$ cat config.mk
export PLATFORM = sky130hd
export DESIGN_NAME = sensor_temperature_fan_curve
export DESIGN_NICKNAME = d
export VERILOG_FILES = /design/src/hdl/stfc_pkg.sv /design/src/hdl/stfc_divider.sv /design/src/hdl/stfc_datapath.sv /design/src/hdl/stfc_ctrl.sv /design/src/hdl/stfc_cfg_regs.sv /design/src/hdl/sensor_temperature_fan_curve.sv
export SDC_FILE = /design/constraint.sdc
export NUM_CORES = 2
export LEC_CHECK = 0
export BUFFER_PORTS_ARGS = -buffer_cell sky130_fd_sc_hd__buf_2
export CORE_AREA = 8 8 302 304
export CTS_CLUSTER_DIAMETER = 150
export DETAILED_ROUTE_END_ITERATION = 6
export DIE_AREA = 0 0 310 312
export SLEW_MARGIN = 20
export SYNTH_ARGS = -nofsm -noshare
export SYNTH_HDL_FRONTEND = slang
export SYNTH_SLANG_ARGS = --single-unit
$ cat constraint.sdc
create_clock -name clk -period 9.7 [get_ports clk]
set_clock_uncertainty 0.1 [all_clocks]
set_input_delay 0.485 -clock clk [delete_from_list [all_inputs] [get_ports clk]]
set_output_delay 0.485 -clock clk [all_outputs]
set_load 0.02 [all_outputs]
$ cat src/hdl/stfc_pkg.sv
// Shared types, constants and helper functions for the temperature fan curve block.
`default_nettype none

package stfc_pkg;

  // Field and register widths
  localparam int unsigned RAW_W      = 20;
  localparam int unsigned CALIB_W    = 16;
  localparam int unsigned COUNT_W    = 3;
  localparam int unsigned POINT_W    = 17;
  localparam int unsigned CFG_DATA_W = 17;
  localparam int unsigned DUTY_W     = 9;
  localparam int unsigned TEMP_W     = 15;

  // Datapath widths
  localparam int unsigned MUL_A_W    = 21;
  localparam int unsigned MUL_B_W    = 17;
  localparam int unsigned PROD_W     = 38;
  localparam int unsigned DIV_NUM_W  = 24;
  localparam int unsigned DIV_DEN_W  = 15;
  localparam int unsigned DIV_CNT_W  = 5;
  localparam int unsigned QUO_W      = 10;

  // Register indexes on the config port
  localparam int unsigned REG_CALIB_T1    = 0;
  localparam int unsigned REG_CALIB_T2    = 1;
  localparam int unsigned REG_CALIB_T3    = 2;
  localparam int unsigned REG_POINT_COUNT = 3;
  localparam int unsigned REG_POINT_BASE  = 4;

  // Reset values
  localparam logic [CALIB_W-1:0]        CALIB_T1_RESET   = 16'd27504;
  localparam logic signed [CALIB_W-1:0] CALIB_T2_RESET   = 16'sd26435;
  localparam logic signed [CALIB_W-1:0] CALIB_T3_RESET   = -16'sd1000;
  localparam logic [COUNT_W-1:0]        POINT_COUNT_RESET = 3'd4;
  localparam logic [DUTY_W-1:0]         LAST_DUTY_RESET  = 9'd20;

  // Temperature saturation limits, hundredths of a degree
  localparam logic signed [TEMP_W-1:0] TEMP_MIN = -15'sd4000;
  localparam logic signed [TEMP_W-1:0] TEMP_MAX = 15'sd8500;

  typedef enum logic [3:0] {
    ST_IDLE,
    ST_MUL_A,
    ST_MUL_B,
    ST_MUL_C,
    ST_TFINE,
    ST_TEMP,
    ST_SELECT,
    ST_PREP,
    ST_MUL_D,
    ST_DIV_START,
    ST_DIV_WAIT,
    ST_FINISH
  } stfc_state_t;

  // Operand pairs for the shared multiplier
  typedef enum logic [1:0] {
    MUL_A_T2,
    MUL_B_B,
    MUL_BB_T3,
    MUL_DY_DT
  } stfc_mul_sel_t;

  typedef struct packed {
    logic          load_raw;
    logic          mul_en;
    stfc_mul_sel_t mul_sel;
    logic          v1_en;
    logic          tfine_en;
    logic          temp_en;
    logic          sel_en;
    logic          prep_en;
    logic          div_start;
    logic          finish;
  } stfc_cmd_t;

  typedef struct packed {
    logic div_done;
  } stfc_status_t;

  // Breakpoint degrees times 100, by shift and add
  function automatic logic signed [15:0] point_centi(input logic [POINT_W-1:0] p);
    logic signed [15:0] deg;
    deg = 16'(signed'(p[7:0]));
    return (deg <<< 6) + (deg <<< 5) + (deg <<< 2);
  endfunction

  // Breakpoint reset values; points past the fourth clear
  function automatic logic [POINT_W-1:0] point_reset(input int k);
    logic [POINT_W-1:0] v;
    case (k)
      0:       v = 17'd16404;
      1:       v = 17'd32798;
      2:       v = 17'd49192;
      3:       v = 17'd65586;
      default: v = '0;
    endcase
    return v;
  endfunction

endpackage

`default_nettype wire

$ cat src/hdl/stfc_divider.sv
// Restoring divider, one quotient bit per cycle, unsigned operands.
`default_nettype none

module stfc_divider (
  input  wire logic                             clk,
  input  wire logic                             rst,
  input  wire logic                             start,
  input  wire logic [stfc_pkg::DIV_NUM_W-1:0]   num,
  input  wire logic [stfc_pkg::DIV_DEN_W-1:0]   den,
  output logic      [stfc_pkg::QUO_W-1:0]       quo,
  output logic                                  done
);

  logic [stfc_pkg::DIV_DEN_W-1:0] rem;
  logic [stfc_pkg::DIV_NUM_W-1:0] shreg;
  logic [stfc_pkg::DIV_CNT_W-1:0] cnt;
  logic [stfc_pkg::DIV_DEN_W:0]   rem_sh;
  logic                           fits;
  logic [stfc_pkg::DIV_DEN_W:0]   rem_sub;

  // Trial subtract of the shifted remainder
  assign rem_sh  = {rem, shreg[stfc_pkg::DIV_NUM_W-1]};
  assign fits    = rem_sh >= {1'b0, den};
  assign rem_sub = rem_sh - {1'b0, den};

  // Iteration counter
  always_ff @(posedge clk) begin
    if (rst) begin
      cnt <= '0;
    end else if (start) begin
      cnt <= stfc_pkg::DIV_CNT_W'(stfc_pkg::DIV_NUM_W);
    end else if (cnt != '0) begin
      cnt <= cnt - 1'b1;
    end
  end

  // Remainder and quotient shift register
  always_ff @(posedge clk) begin
    if (start) begin
      rem   <= '0;
      shreg <= num;
    end else if (cnt != '0) begin
      rem   <= fits ? rem_sub[stfc_pkg::DIV_DEN_W-1:0] : rem_sh[stfc_pkg::DIV_DEN_W-1:0];
      shreg <= {shreg[stfc_pkg::DIV_NUM_W-2:0], fits};
    end
  end

  assign quo  = shreg[stfc_pkg::QUO_W-1:0];
  assign done = (cnt == '0);

endmodule

`default_nettype wire

$ cat src/hdl/stfc_datapath.sv
// Datapath: compensation, breakpoint search, interpolation and result registers.
`default_nettype none

module stfc_datapath #(
  parameter int MAX_POINTS = 4,
  parameter int DUTY_FULL  = 256
) (
  input  wire logic                                   clk,
  input  wire logic                                   rst,
  input  wire stfc_pkg::stfc_cmd_t                    cmd,
  output stfc_pkg::stfc_status_t                      status,
  input  wire logic [stfc_pkg::RAW_W-1:0]             raw_temperature,
  input  wire logic [stfc_pkg::CALIB_W-1:0]           calib_t1,
  input  wire logic signed [stfc_pkg::CALIB_W-1:0]    calib_t2,
  input  wire logic signed [stfc_pkg::CALIB_W-1:0]    calib_t3,
  input  wire logic [stfc_pkg::COUNT_W-1:0]           point_count,
  input  wire logic [stfc_pkg::POINT_W-1:0]           points [MAX_POINTS],
  output logic [stfc_pkg::DUTY_W-1:0]                 fan_duty,
  output logic signed [stfc_pkg::TEMP_W-1:0]          temperature_centi,
  output logic                                        duty_held
);

  localparam int CntW = $clog2(MAX_POINTS + 1);
  localparam logic signed [11:0] DutyFull = 12'(DUTY_FULL);

  logic [stfc_pkg::RAW_W-1:0]          raw;
  logic signed [18:0]                  a_val;
  logic signed [16:0]                  b_val;
  logic signed [stfc_pkg::MUL_A_W-1:0] mul_a;
  logic signed [stfc_pkg::MUL_B_W-1:0] mul_b;
  logic signed [stfc_pkg::PROD_W-1:0]  mul_p;
  logic signed [stfc_pkg::PROD_W-1:0]  prod;
  logic signed [26:0]                  v1;
  logic signed [27:0]                  tfine;
  logic signed [30:0]                  t5;
  logic signed [22:0]                  tsh;
  logic signed [stfc_pkg::TEMP_W-1:0]  temp;
  logic signed [stfc_pkg::TEMP_W-1:0]  temp_next;
  logic [CntW-1:0]                     n_eff;
  logic                                hit_c;
  logic                                last_c;
  logic signed [15:0]                  x0_c;
  logic signed [15:0]                  x1_c;
  logic [stfc_pkg::DUTY_W-1:0]         y0_c;
  logic [stfc_pkg::DUTY_W-1:0]         y1_c;
  logic                                found;
  logic                                is_last;
  logic signed [15:0]                  x0;
  logic signed [15:0]                  x1;
  logic [stfc_pkg::DUTY_W-1:0]         y0;
  logic [stfc_pkg::DUTY_W-1:0]         y1;
  logic signed [9:0]                   dy;
  logic signed [15:0]                  dt;
  logic signed [15:0]                  span;
  logic [stfc_pkg::DIV_DEN_W-1:0]      den;
  logic [stfc_pkg::PROD_W-1:0]         mag;
  logic                                neg;
  logic [stfc_pkg::QUO_W-1:0]          div_quo;
  logic signed [10:0]                  q_s;
  logic signed [11:0]                  cand;
  logic signed [11:0]                  clamped;
  logic [stfc_pkg::DUTY_W-1:0]         duty9;
  logic [stfc_pkg::DUTY_W-1:0]         last_duty;

  // Input capture
  always_ff @(posedge clk) begin
    if (cmd.load_raw) begin
      raw <= raw_temperature;
    end
  end

  // Compensation differences
  assign a_val = $signed({2'b00, raw[19:3]}) - $signed({2'b00, calib_t1, 1'b0});
  assign b_val = $signed({1'b0, raw[19:4]}) - $signed({1'b0, calib_t1});

  // Shared multiplier operand select
  always_comb begin
    case (cmd.mul_sel)
      stfc_pkg::MUL_A_T2: begin
        mul_a = stfc_pkg::MUL_A_W'(a_val);
        mul_b = stfc_pkg::MUL_B_W'(calib_t2);
      end
      stfc_pkg::MUL_B_B: begin
        mul_a = stfc_pkg::MUL_A_W'(b_val);
        mul_b = b_val;
      end
      stfc_pkg::MUL_BB_T3: begin
        mul_a = $signed({1'b0, prod[31:12]});
        mul_b = stfc_pkg::MUL_B_W'(calib_t3);
      end
      stfc_pkg::MUL_DY_DT: begin
        mul_a = stfc_pkg::MUL_A_W'(dy);
        mul_b = stfc_pkg::MUL_B_W'(dt);
      end
      default: begin
        mul_a = '0;
        mul_b = '0;
      end
    endcase
  end

  assign mul_p = mul_a * mul_b;

  // Product register and compensation accumulators
  always_ff @(posedge clk) begin
    if (cmd.mul_en) begin
      prod <= mul_p;
    end
    if (cmd.v1_en) begin
      v1 <= 27'(prod >>> 11);
    end
    if (cmd.tfine_en) begin
      tfine <= 28'(v1) + 28'(prod >>> 14);
    end
    if (cmd.temp_en) begin
      temp <= temp_next;
    end
  end

  // Scale to hundredths and saturate
  assign t5  = (31'(tfine) <<< 2) + 31'(tfine) + 31'sd128;
  assign tsh = 23'(t5 >>> 8);

  always_comb begin
    if (tsh < 23'(stfc_pkg::TEMP_MIN)) begin
      temp_next = stfc_pkg::TEMP_MIN;
    end else if (tsh > 23'(stfc_pkg::TEMP_MAX)) begin
      temp_next = stfc_pkg::TEMP_MAX;
    end else begin
      temp_next = stfc_pkg::TEMP_W'(tsh);
    end
  end

  // Points in use, forced into 1..MAX_POINTS
  always_comb begin
    if (point_count == '0) begin
      n_eff = CntW'(1);
    end else if (int'(point_count) > MAX_POINTS) begin
      n_eff = CntW'(MAX_POINTS);
    end else begin
      n_eff = CntW'(point_count);
    end
  end

  // Last point at or below the temperature, and its successor
  always_comb begin
    hit_c  = 1'b0;
    last_c = 1'b0;
    x0_c   = '0;
    y0_c   = '0;
    x1_c   = '0;
    y1_c   = '0;
    for (int k = 0; k < MAX_POINTS; k++) begin
      if ((k < int'(n_eff)) &&
          (stfc_pkg::point_centi(points[k]) <= 16'(temp))) begin
        hit_c  = 1'b1;
        last_c = (k + 1 == int'(n_eff));
        x0_c   = stfc_pkg::point_centi(points[k]);
        y0_c   = points[k][16:8];
        x1_c   = stfc_pkg::point_centi(points[(k + 1) % MAX_POINTS]);
        y1_c   = points[(k + 1) % MAX_POINTS][16:8];
      end
    end
  end

  assign span = x1 - x0;

  // Segment registers and interpolation operands
  always_ff @(posedge clk) begin
    if (cmd.sel_en) begin
      found   <= hit_c;
      is_last <= last_c;
      x0      <= x0_c;
      x1      <= x1_c;
      y0      <= y0_c;
      y1      <= y1_c;
    end
    if (cmd.prep_en) begin
      dy  <= $signed({1'b0, y1}) - $signed({1'b0, y0});
      dt  <= 16'(temp) - x0;
      den <= span[stfc_pkg::DIV_DEN_W-1:0];
    end
    if (cmd.div_start) begin
      neg <= prod[stfc_pkg::PROD_W-1];
    end
  end

  // Divide magnitude of the slope product
  assign mag = prod[stfc_pkg::PROD_W-1] ? 38'(-prod) : 38'(prod);

  stfc_divider u_div (
    .clk   (clk),
    .rst   (rst),
    .start (cmd.div_start),
    .num   (mag[stfc_pkg::DIV_NUM_W-1:0]),
    .den   (den),
    .quo   (div_quo),
    .done  (status.div_done)
  );

  // Final duty: held, last point, or interpolated, then clamped
  assign q_s = neg ? -$signed({1'b0, div_quo}) : $signed({1'b0, div_quo});

  always_comb begin
    if (!found) begin
      cand = $signed({3'b000, last_duty});
    end else if (is_last) begin
      cand = $signed({3'b000, y0});
    end else begin
      cand = $signed({3'b000, y0}) + 12'(q_s);
    end
    if (cand < 12'sd1) begin
      clamped = 12'sd1;
    end else if (cand > DutyFull) begin
      clamped = DutyFull;
    end else begin
      clamped = cand;
    end
  end

  assign duty9 = clamped[stfc_pkg::DUTY_W-1:0];

  // Remembered duty
  always_ff @(posedge clk) begin
    if (rst) begin
      last_duty <= stfc_pkg::LAST_DUTY_RESET;
    end else if (cmd.finish) begin
      last_duty <= duty9;
    end
  end

  // Result word register
  always_ff @(posedge clk) begin
    if (cmd.finish) begin
      fan_duty          <= duty9;
      temperature_centi <= temp;
      duty_held         <= !found;
    end
  end

endmodule

`default_nettype wire

$ cat src/hdl/stfc_ctrl.sv
// Controller state machine: sequences the datapath and runs both handshakes.
`default_nettype none

module stfc_ctrl (
  input  wire logic                    clk,
  input  wire logic                    rst,
  input  wire logic                    sample_valid,
  output logic                         sample_stall,
  output logic                         result_valid,
  input  wire logic                    result_stall,
  output stfc_pkg::stfc_cmd_t          cmd,
  input  wire stfc_pkg::stfc_status_t  status
);

  stfc_pkg::stfc_state_t state;
  stfc_pkg::stfc_state_t state_next;
  logic                  result_valid_next;

  // State and output-valid registers
  always_ff @(posedge clk) begin
    if (rst) begin
      state        <= stfc_pkg::ST_IDLE;
      result_valid <= 1'b0;
    end else begin
      state        <= state_next;
      result_valid <= result_valid_next;
    end
  end

  assign sample_stall = (state != stfc_pkg::ST_IDLE);

  // Next state and commands
  always_comb begin
    state_next = state;
    cmd        = '0;
    cmd.mul_sel = stfc_pkg::MUL_A_T2;
    case (state)
      stfc_pkg::ST_IDLE: begin
        if (sample_valid) begin
          cmd.load_raw = 1'b1;
          state_next   = stfc_pkg::ST_MUL_A;
        end
      end
      stfc_pkg::ST_MUL_A: begin
        cmd.mul_en  = 1'b1;
        cmd.mul_sel = stfc_pkg::MUL_A_T2;
        state_next  = stfc_pkg::ST_MUL_B;
      end
      stfc_pkg::ST_MUL_B: begin
        cmd.mul_en  = 1'b1;
        cmd.mul_sel = stfc_pkg::MUL_B_B;
        cmd.v1_en   = 1'b1;
        state_next  = stfc_pkg::ST_MUL_C;
      end
      stfc_pkg::ST_MUL_C: begin
        cmd.mul_en  = 1'b1;
        cmd.mul_sel = stfc_pkg::MUL_BB_T3;
        state_next  = stfc_pkg::ST_TFINE;
      end
      stfc_pkg::ST_TFINE: begin
        cmd.tfine_en = 1'b1;
        state_next   = stfc_pkg::ST_TEMP;
      end
      stfc_pkg::ST_TEMP: begin
        cmd.temp_en = 1'b1;
        state_next  = stfc_pkg::ST_SELECT;
      end
      stfc_pkg::ST_SELECT: begin
        cmd.sel_en = 1'b1;
        state_next = stfc_pkg::ST_PREP;
      end
      stfc_pkg::ST_PREP: begin
        cmd.prep_en = 1'b1;
        state_next  = stfc_pkg::ST_MUL_D;
      end
      stfc_pkg::ST_MUL_D: begin
        cmd.mul_en  = 1'b1;
        cmd.mul_sel = stfc_pkg::MUL_DY_DT;
        state_next  = stfc_pkg::ST_DIV_START;
      end
      stfc_pkg::ST_DIV_START: begin
        cmd.div_start = 1'b1;
        state_next    = stfc_pkg::ST_DIV_WAIT;
      end
      stfc_pkg::ST_DIV_WAIT: begin
        if (status.div_done) begin
          state_next = stfc_pkg::ST_FINISH;
        end
      end
      stfc_pkg::ST_FINISH: begin
        // load the result register once it is free or being emptied
        if (!result_valid || !result_stall) begin
          cmd.finish = 1'b1;
          state_next = stfc_pkg::ST_IDLE;
        end
      end
      default: begin
        state_next = stfc_pkg::ST_IDLE;
      end
    endcase
  end

  // Result word valid
  always_comb begin
    if (cmd.finish) begin
      result_valid_next = 1'b1;
    end else if (result_valid && !result_stall) begin
      result_valid_next = 1'b0;
    end else begin
      result_valid_next = result_valid;
    end
  end

endmodule

`default_nettype wire

$ cat src/hdl/stfc_cfg_regs.sv
// Configuration register file: calibration words, point count and breakpoints.
`default_nettype none

module stfc_cfg_regs #(
  parameter int MAX_POINTS = 4
) (
  input  wire logic                                           clk,
  input  wire logic                                           rst,
  input  wire logic                                           cfg_valid,
  output logic                                                cfg_ready,
  input  wire logic [$clog2(stfc_pkg::REG_POINT_BASE + MAX_POINTS)-1:0] cfg_index,
  input  wire logic [stfc_pkg::CFG_DATA_W-1:0]                cfg_data,
  output logic [stfc_pkg::CALIB_W-1:0]                        calib_t1,
  output logic signed [stfc_pkg::CALIB_W-1:0]                 calib_t2,
  output logic signed [stfc_pkg::CALIB_W-1:0]                 calib_t3,
  output logic [stfc_pkg::COUNT_W-1:0]                        point_count,
  output logic [stfc_pkg::POINT_W-1:0]                        points [MAX_POINTS]
);

  localparam int CfgIdxW = $clog2(stfc_pkg::REG_POINT_BASE + MAX_POINTS);
  localparam int SelW    = $clog2(MAX_POINTS);

  logic               wr;
  logic               pt_hit;
  logic [CfgIdxW-1:0] pt_off;
  logic [SelW-1:0]    pt_slot;

  assign cfg_ready = 1'b1;
  assign wr        = cfg_valid && cfg_ready;

  // Breakpoint address decode
  assign pt_hit  = ({1'b0, cfg_index} >= (CfgIdxW + 1)'(stfc_pkg::REG_POINT_BASE)) &&
                   ({1'b0, cfg_index} < (CfgIdxW + 1)'(stfc_pkg::REG_POINT_BASE + MAX_POINTS));
  assign pt_off  = cfg_index - CfgIdxW'(stfc_pkg::REG_POINT_BASE);
  assign pt_slot = pt_off[SelW-1:0];

  // Scalar registers
  always_ff @(posedge clk) begin
    if (rst) begin
      calib_t1    <= stfc_pkg::CALIB_T1_RESET;
      calib_t2    <= stfc_pkg::CALIB_T2_RESET;
      calib_t3    <= stfc_pkg::CALIB_T3_RESET;
      point_count <= stfc_pkg::POINT_COUNT_RESET;
    end else if (wr) begin
      if (cfg_index == CfgIdxW'(stfc_pkg::REG_CALIB_T1)) begin
        calib_t1 <= cfg_data[stfc_pkg::CALIB_W-1:0];
      end
      if (cfg_index == CfgIdxW'(stfc_pkg::REG_CALIB_T2)) begin
        calib_t2 <= $signed(cfg_data[stfc_pkg::CALIB_W-1:0]);
      end
      if (cfg_index == CfgIdxW'(stfc_pkg::REG_CALIB_T3)) begin
        calib_t3 <= $signed(cfg_data[stfc_pkg::CALIB_W-1:0]);
      end
      if (cfg_index == CfgIdxW'(stfc_pkg::REG_POINT_COUNT)) begin
        point_count <= cfg_data[stfc_pkg::COUNT_W-1:0];
      end
    end
  end

  // Breakpoint registers
  always_ff @(posedge clk) begin
    if (rst) begin
      for (int k = 0; k < MAX_POINTS; k++) begin
        points[k] <= stfc_pkg::point_reset(k);
      end
    end else if (wr && pt_hit) begin
      points[pt_slot] <= cfg_data[stfc_pkg::POINT_W-1:0];
    end
  end

endmodule

`default_nettype wire

$ cat src/hdl/sensor_temperature_fan_curve.sv
// Raw sensor temperature to compensated temperature and fan duty from a breakpoint curve.
// A new sample word is stalled while the previous one is processed: one word at a time.
// Word rate is set by the 24-step divider, the shared multiplier and any result_stall.
// A waiting result word does not block the next sample; it sits in the output register.
// Sync reset rst: config, control state and result_valid take defaults; last duty becomes 20.
`default_nettype none

module sensor_temperature_fan_curve #(
  parameter int MAX_POINTS = 4,
  parameter int DUTY_FULL  = 256
) (
  input  wire logic                                                  clk,
  input  wire logic                                                  rst,
  input  wire logic                                                  sample_valid,
  output logic                                                       sample_stall,
  input  wire logic [stfc_pkg::RAW_W-1:0]                            raw_temperature,
  output logic                                                       result_valid,
  input  wire logic                                                  result_stall,
  output logic [stfc_pkg::DUTY_W-1:0]                                fan_duty,
  output logic signed [stfc_pkg::TEMP_W-1:0]                         temperature_centi,
  output logic                                                       duty_held,
  input  wire logic                                                  cfg_valid,
  output logic                                                       cfg_ready,
  input  wire logic [$clog2(stfc_pkg::REG_POINT_BASE + MAX_POINTS)-1:0] cfg_index,
  input  wire logic [stfc_pkg::CFG_DATA_W-1:0]                       cfg_data
);

  stfc_pkg::stfc_cmd_t              cmd;
  stfc_pkg::stfc_status_t           status;
  logic [stfc_pkg::CALIB_W-1:0]        calib_t1;
  logic signed [stfc_pkg::CALIB_W-1:0] calib_t2;
  logic signed [stfc_pkg::CALIB_W-1:0] calib_t3;
  logic [stfc_pkg::COUNT_W-1:0]        point_count;
  logic [stfc_pkg::POINT_W-1:0]        points [MAX_POINTS];

  // Config registers
  stfc_cfg_regs #(
    .MAX_POINTS (MAX_POINTS)
  ) u_cfg (
    .clk         (clk),
    .rst         (rst),
    .cfg_valid   (cfg_valid),
    .cfg_ready   (cfg_ready),
    .cfg_index   (cfg_index),
    .cfg_data    (cfg_data),
    .calib_t1    (calib_t1),
    .calib_t2    (calib_t2),
    .calib_t3    (calib_t3),
    .point_count (point_count),
    .points      (points)
  );

  // Sequencer
  stfc_ctrl u_ctrl (
    .clk          (clk),
    .rst          (rst),
    .sample_valid (sample_valid),
    .sample_stall (sample_stall),
    .result_valid (result_valid),
    .result_stall (result_stall),
    .cmd          (cmd),
    .status       (status)
  );

  // Arithmetic
  stfc_datapath #(
    .MAX_POINTS (MAX_POINTS),
    .DUTY_FULL  (DUTY_FULL)
  ) u_dp (
    .clk               (clk),
    .rst               (rst),
    .cmd               (cmd),
    .status            (status),
    .raw_temperature   (raw_temperature),
    .calib_t1          (calib_t1),
    .calib_t2          (calib_t2),
    .calib_t3          (calib_t3),
    .point_count       (point_count),
    .points            (points),
    .fan_duty          (fan_duty),
    .temperature_centi (temperature_centi),
    .duty_held         (duty_held)
  );

endmodule

`default_nettype wire
# Word-level counts from Yosys, hierarchy flattened
# Cells that the tools add are included.
[classes]
n_mul = 1
bitwise = 1
magnitude_cmp = 17
n_mux = 57
n_reduce_logical = 28
eq_ne = 24
addsub = 22
[ops]
columns = ["op", "n"]
rows = [
  ["two-way mux 15 bit", 6],
  ["two-way mux 9 bit", 10],
  ["one-hot mux 21 bit (4 select lines)", 1],
  ["two-way mux 24 bit", 3],
  ["bitwise mux 68 bit", 1],
  ["one-hot mux 17 bit (4 select lines)", 1],
  ["adder 15 x 10 -> 16 bit", 4],
  ["<= comparator 16 x 15 -> 1 bit", 4],
  ["two-way mux 16 bit", 4],
  ["adder 14 x 13 -> 15 bit", 4],
  ["one-hot mux 4 bit (12 select lines)", 1],
  ["multiplier 21 x 17 -> 38 bit", 1],
  ["demux 17 bit (select 2 bit)", 1],
  ["adder 30 x 28 -> 31 bit", 1],
  ["adder 31 x 9 -> 31 bit (second input constant)", 1],
  ["subtractor 15 bit", 2],
  ["adder 27 x 24 -> 28 bit", 1],
  ["two-way mux 12 bit", 2],
  ["negation 24 bit", 1],
  ["greater-than comparator 23 x 15 -> 1 bit (second input constant)", 1],
  ["less-than comparator 23 x 13 -> 1 bit (second input constant)", 1],
  ["subtractor 17 x 17 -> 18 bit", 1],
  ["two-way mux 1 bit", 17],
  ["two-way mux 17 bit", 1],
  ["other kinds (47)", 80],
]
[word_totals]
word_cells = 184
regBits = 423
out_inout_bits = 28
input_bits = 45

# Depth between registers and ports, before layout
[logic_depth]
word_depth = 9
ltp_mapped = 37
depth_no_buf = 36

# By module
# Synthesis repeated with hierarchy kept, for this count alone.
[unflattened]
hier_cells = 4107
hier_area_um2 = 39973.3
[by_module_without_submodules]
columns = ["mod", "cells_per_inst", "area_each_um2", "seq_area_each_um2", "instances"]
rows = [
  ["stfc_datapath", 3334, 32172.1, 7267.0, 1],
  ["stfc_cfg_regs", 432, 4635.7, 2382.3, 1],
  ["stfc_divider", 292, 2790.2, 1121.1, 1],
  ["stfc_ctrl", 49, 375.4, 100.1, 1],
]

# Worst setup path before layout
# No wires, ideal clock.
[synth_timing]
path_kind = "reg2reg"
from = "reg u_dp.raw[4] (netlist name)"
to = "reg u_dp.prod[36] (netlist name) (data pin)"
arrival_time_ns = 8.603
path_stages_with_launch = 35
required_time_ns = 9.342
period_less_slack_ns = 8.960
path_slack_ns = 0.740
n_path_buf = 2
setup_time_ns = 0.258
cell_sequence = "edfxtp_1 > inv_1 > ha_1 > fa_1 > nor2b_1 > o21ai_0 > a21oi_1 > o21a_1 > o2111ai_1 > a21o_1 > a21oi_1 > mux2i_1 > and3_1 > clkbuf_1 > clkbuf_1 > nor2_1 > fa_1 > fa_1 > fa_1 > fa_1 > fa_1 > inv_1 > fa_1 > inv_1 > ha_1 > a21o_1 > a21o_1 > a2111oi_0 > o221ai_1 > or3_1 > o211ai_1 > nand2_1 > a211o_1 > a21oi_1 > xnor2_1"
[synth_between]
elab_chain_cells = 3
elab_cells_between_ends = 5
classes_between = "add/sub (2); mul (1); mux (2)"
[synth_lines]
columns = ["element", "line", "source"]
rows = [
  ["start: declaration", "stfc_datapath.sv:26", "logic [stfc_pkg::RAW_W-1:0] raw;"],
  ["start signal: assignment", "stfc_datapath.sv:68", "raw <= raw_temperature;"],
  ["subtractor 17 x 17 -> 18 bit or subtractor 16 x 16 -> 17 bit (tied branches)", "stfc_datapath.sv:73, stfc_datapath.sv:74", ""],
  ["one-hot mux 21 bit (4 select lines) or one-hot mux 17 bit (4 select lines) (tied branches)", "stfc_datapath.sv:78", "case (cmd.mul_sel)"],
  ["multiplier 21 x 17 -> 38 bit (*)", "stfc_datapath.sv:102", "assign mul_p = mul_a * mul_b;"],
  ["named net u_dp.mul_p, one bit", "stfc_datapath.sv:31", "logic signed [stfc_pkg::PROD_W-1:0] mul_p;"],
  ["end signal: assignment", "stfc_datapath.sv:107", "prod <= mul_p;"],
  ["end: declaration", "stfc_datapath.sv:32", "logic signed [stfc_pkg::PROD_W-1:0] prod;"],
]
# The timed path passes the listed nets; every way through them passes the cells marked *.
# A chain may end at the register's enable or synchronous reset.

# Worst setup path after layout
[layout_timing]
from = "reg u_dp.raw[4] (netlist name)"
to = "reg u_dp.prod[37] (netlist name) (data pin)"
# The elaborated chain is that of the path after synthesis.

==> run metrics <==
vias in the first global route 29400; Worst EP required 9.87 ns; first-pass GRT wire length 172000 um; minimum clock period 9.27 ns; Slew Limit Fails 0; sequential share of the synthesized area 0.283; DP HPWL 86900 um; Post-Place Setup Slack 0.113 ns; Max FO, Critical Path 11; Max-cap violations 0; top-count cell post-synth nand2_1; Ports 73; gr usage total 0.228; Mapped Area 38400 um^2; die area 96700 um^2; cell area after layout 42300 um^2; Vias 29800; Final ANT Viol Nets 0; GPL Wtd Cong 0.931; Hold Path Class input pin to flop; met3 Use GR 0.0364; grt ovf 0; status completed; CP max stage cell fa_1; final worst slack 0.432 ns; cts bufs inserted 49; final-report setup violation count 0; initial antenna violation count 6; nature of the critical path endpoint flop; top cell type by total area after synthesis edfxtp_1; nets@finish 5007; met2 usage 0.348; placed cells 5328; Layout area overhead 10.1%; FMAX 108 MHz; YS warnings 0; Root Buffer clkbuf_16; final std cells w/o fill 5441; number of DRC markers in iteration 0 2496; critical path data arrival time 9.44 ns; post-synth top area share 0.203; Top Usage Layer GRT met2; clock insertion delay at the later pin of the skew report 0.61 ns; async set or reset register ratio after synthesis 0; share of layout cells above drive strength 1 0.0764; Mean Syn Cell Area 9.21 um^2; period utilization 0.955; starting density of the core 0.445; largest net degree at the start of global routing 91; kind of critical path flop to flop; final WL 110000 um; CP peak stage delay 0.54 ns; Vias/cell 5.49; Slew @ Worst Pin 1.14 ns; die width 310 um; clock transition at the registers of the reported paths 0.06 ns; synth cell count leaders 604 x nand2_1, 531 x inv_1, 388 x fa_1; Core Region 86200 um^2; clock buffer depth 3; Distinct cells, synth 87; DR DRC count 0; Slew headroom 0.242; Wirelength per Cell 20.3 um; setup TNS 0 ns; Post-DP Area 40400 um^2; Main synth FF type edfxtp_1; EDFF count, synth 260; PortBufs 68; CTS tree done; most frequent CP cell fa_1; synth top area cells edfxtp_1 20%, fa_1 20%, ha_1 11%; Row Count 108; drt pass-1 iters 5; Die H 312 um; Final Hold Fails 0; Post-Synthesis Cells 4166; Yosys reg bits 413; crit start category flop; Mapped Nets 4931; Num Clock Sinks 413; met1 GRT Util 0.329; H-tree depth 2
-- cell type report --
type	instances	area [um^2]
Sequential cell	413	10900
Antenna cell	4	10.0
Timing Repair Buffer	187	1280
Tap cell	1155	1450
Fill cell	8230	43900
Multi-Input combinational cell	3059	25100
Inverter	532	2000
Clock inverter	19	153
Clock buffer	72	1450
-- registers in the layout, indices dropped and copies added (netlist names), 16 cells and up --
signal            flops
u_dp.tfine           28
u_cfg.points         68
u_cfg.calib_t2       16
u_dp.v1              27
u_dp.prod            38
u_dp.raw             17
u_dp.dt              16
u_cfg.calib_t3       16
u_cfg.calib_t1       16
u_dp.u_div.shreg     24
-- kinds of logic (layout without fill, tap and decap cells) --
| group | after synthesis | in the layout | share of synthesized area |
|---|---|---|---|
| AOI/OAI and AO/OA | 782 | 782 | 0.135 |
| xor gates and xnor gates | 168 | 168 | 0.0383 |
| adders and majority gates | 720 | 720 | 0.311 |
| buffers and inverters | 694 | 810 | 0.0685 |
| DFF | 413 | 413 | 0.283 |
| muxes | 19 | 19 | 0.00495 |
| other | 1 | 5 | 0.0000977 |
| and+or+nand+nor | 1369 | 1369 | 0.159 |
-- cell usage in the layout, fill, tap and decap left out, drive strengths merged, types with 36 or more instances in the layout --
cell type | Yosys | layout
dfxtp | 153 | 153
fa | 388 | 388
nand2 | 604 | 604
a21o | 69 | 69
xnor2 | 112 | 112
o21ai | 127 | 127
nor2b | 36 | 36
clkbuf | 153 | 72
nand2b | 44 | 44
nand3 | 50 | 50
ha | 332 | 332
o21a | 41 | 41
inv | 531 | 535
xor2 | 56 | 56
edfxtp | 260 | 260
nor2 | 382 | 382
a221oi | 47 | 47
a21oi | 239 | 239
nand3b | 46 | 46
o31ai | 62 | 62
nor3 | 53 | 53
buf | 9 | 170
-- routing by layer --
metal,share of wire,wire [um],vias to the layer above
li1,-,-,14200
met1,0.46,50700,14600
met2,0.44,48200,893
met3,0.071,7880,189
met4,0.033,3640,2
met5,0.00012,13,-
-- timing repair --
| item | CTS | global route |
|---|---|---|
| hold endpoints to repair | 17 | 0 |
| buffers inserted | 0 | 1 |
| hold buffers | 17 | 0 |
| resized for setup | 0 | 26 |
| endpoints found under the setup margin | 0 | 8 |
-- final timing paths --
kind,slack [ns],cells past startpoint,start,to
worst max-delay path,0.43,34,u_dp.raw[4]$_DFFE_PP_,u_dp.prod[37]$_DFFE_PP_
worst min-delay path,0.05,3,cfg_data[16],u_cfg.points[16]$_SDFFE_PP1P_
worst max register to register,0.43,34,u_dp.raw[4]$_DFFE_PP_,u_dp.prod[37]$_DFFE_PP_
worst min register to register,0.36,2,u_cfg.calib_t3[5]$_SDFFE_PP0P_,u_cfg.calib_t3[5]$_SDFFE_PP0P_
-- critical path, delay by kind of cell, from the launching register on --
family | cells | cell delay (ns)
adders and majority gates | 9 | 4.08
muxes | 1 | 0.17
DFF | 1 | 0.32
buffers and inverters | 6 | 0.49
and+or+nand+nor | 6 | 1.03
AOI/OAI and AO/OA | 12 | 2.68
-- through the flow --
step                      hold WS (ns)   util
after floorplan                  0.331      -
after global placement           0.343  0.469
after detailed placement         0.348  0.469
after CTS                       0.0214  0.489
after global routing            0.0527  0.490
final                           0.0510  0.490
Power is left out: the tool's default activity adds up to more than one toggle a clock period on the data nets, which glitch-free logic cannot reach.
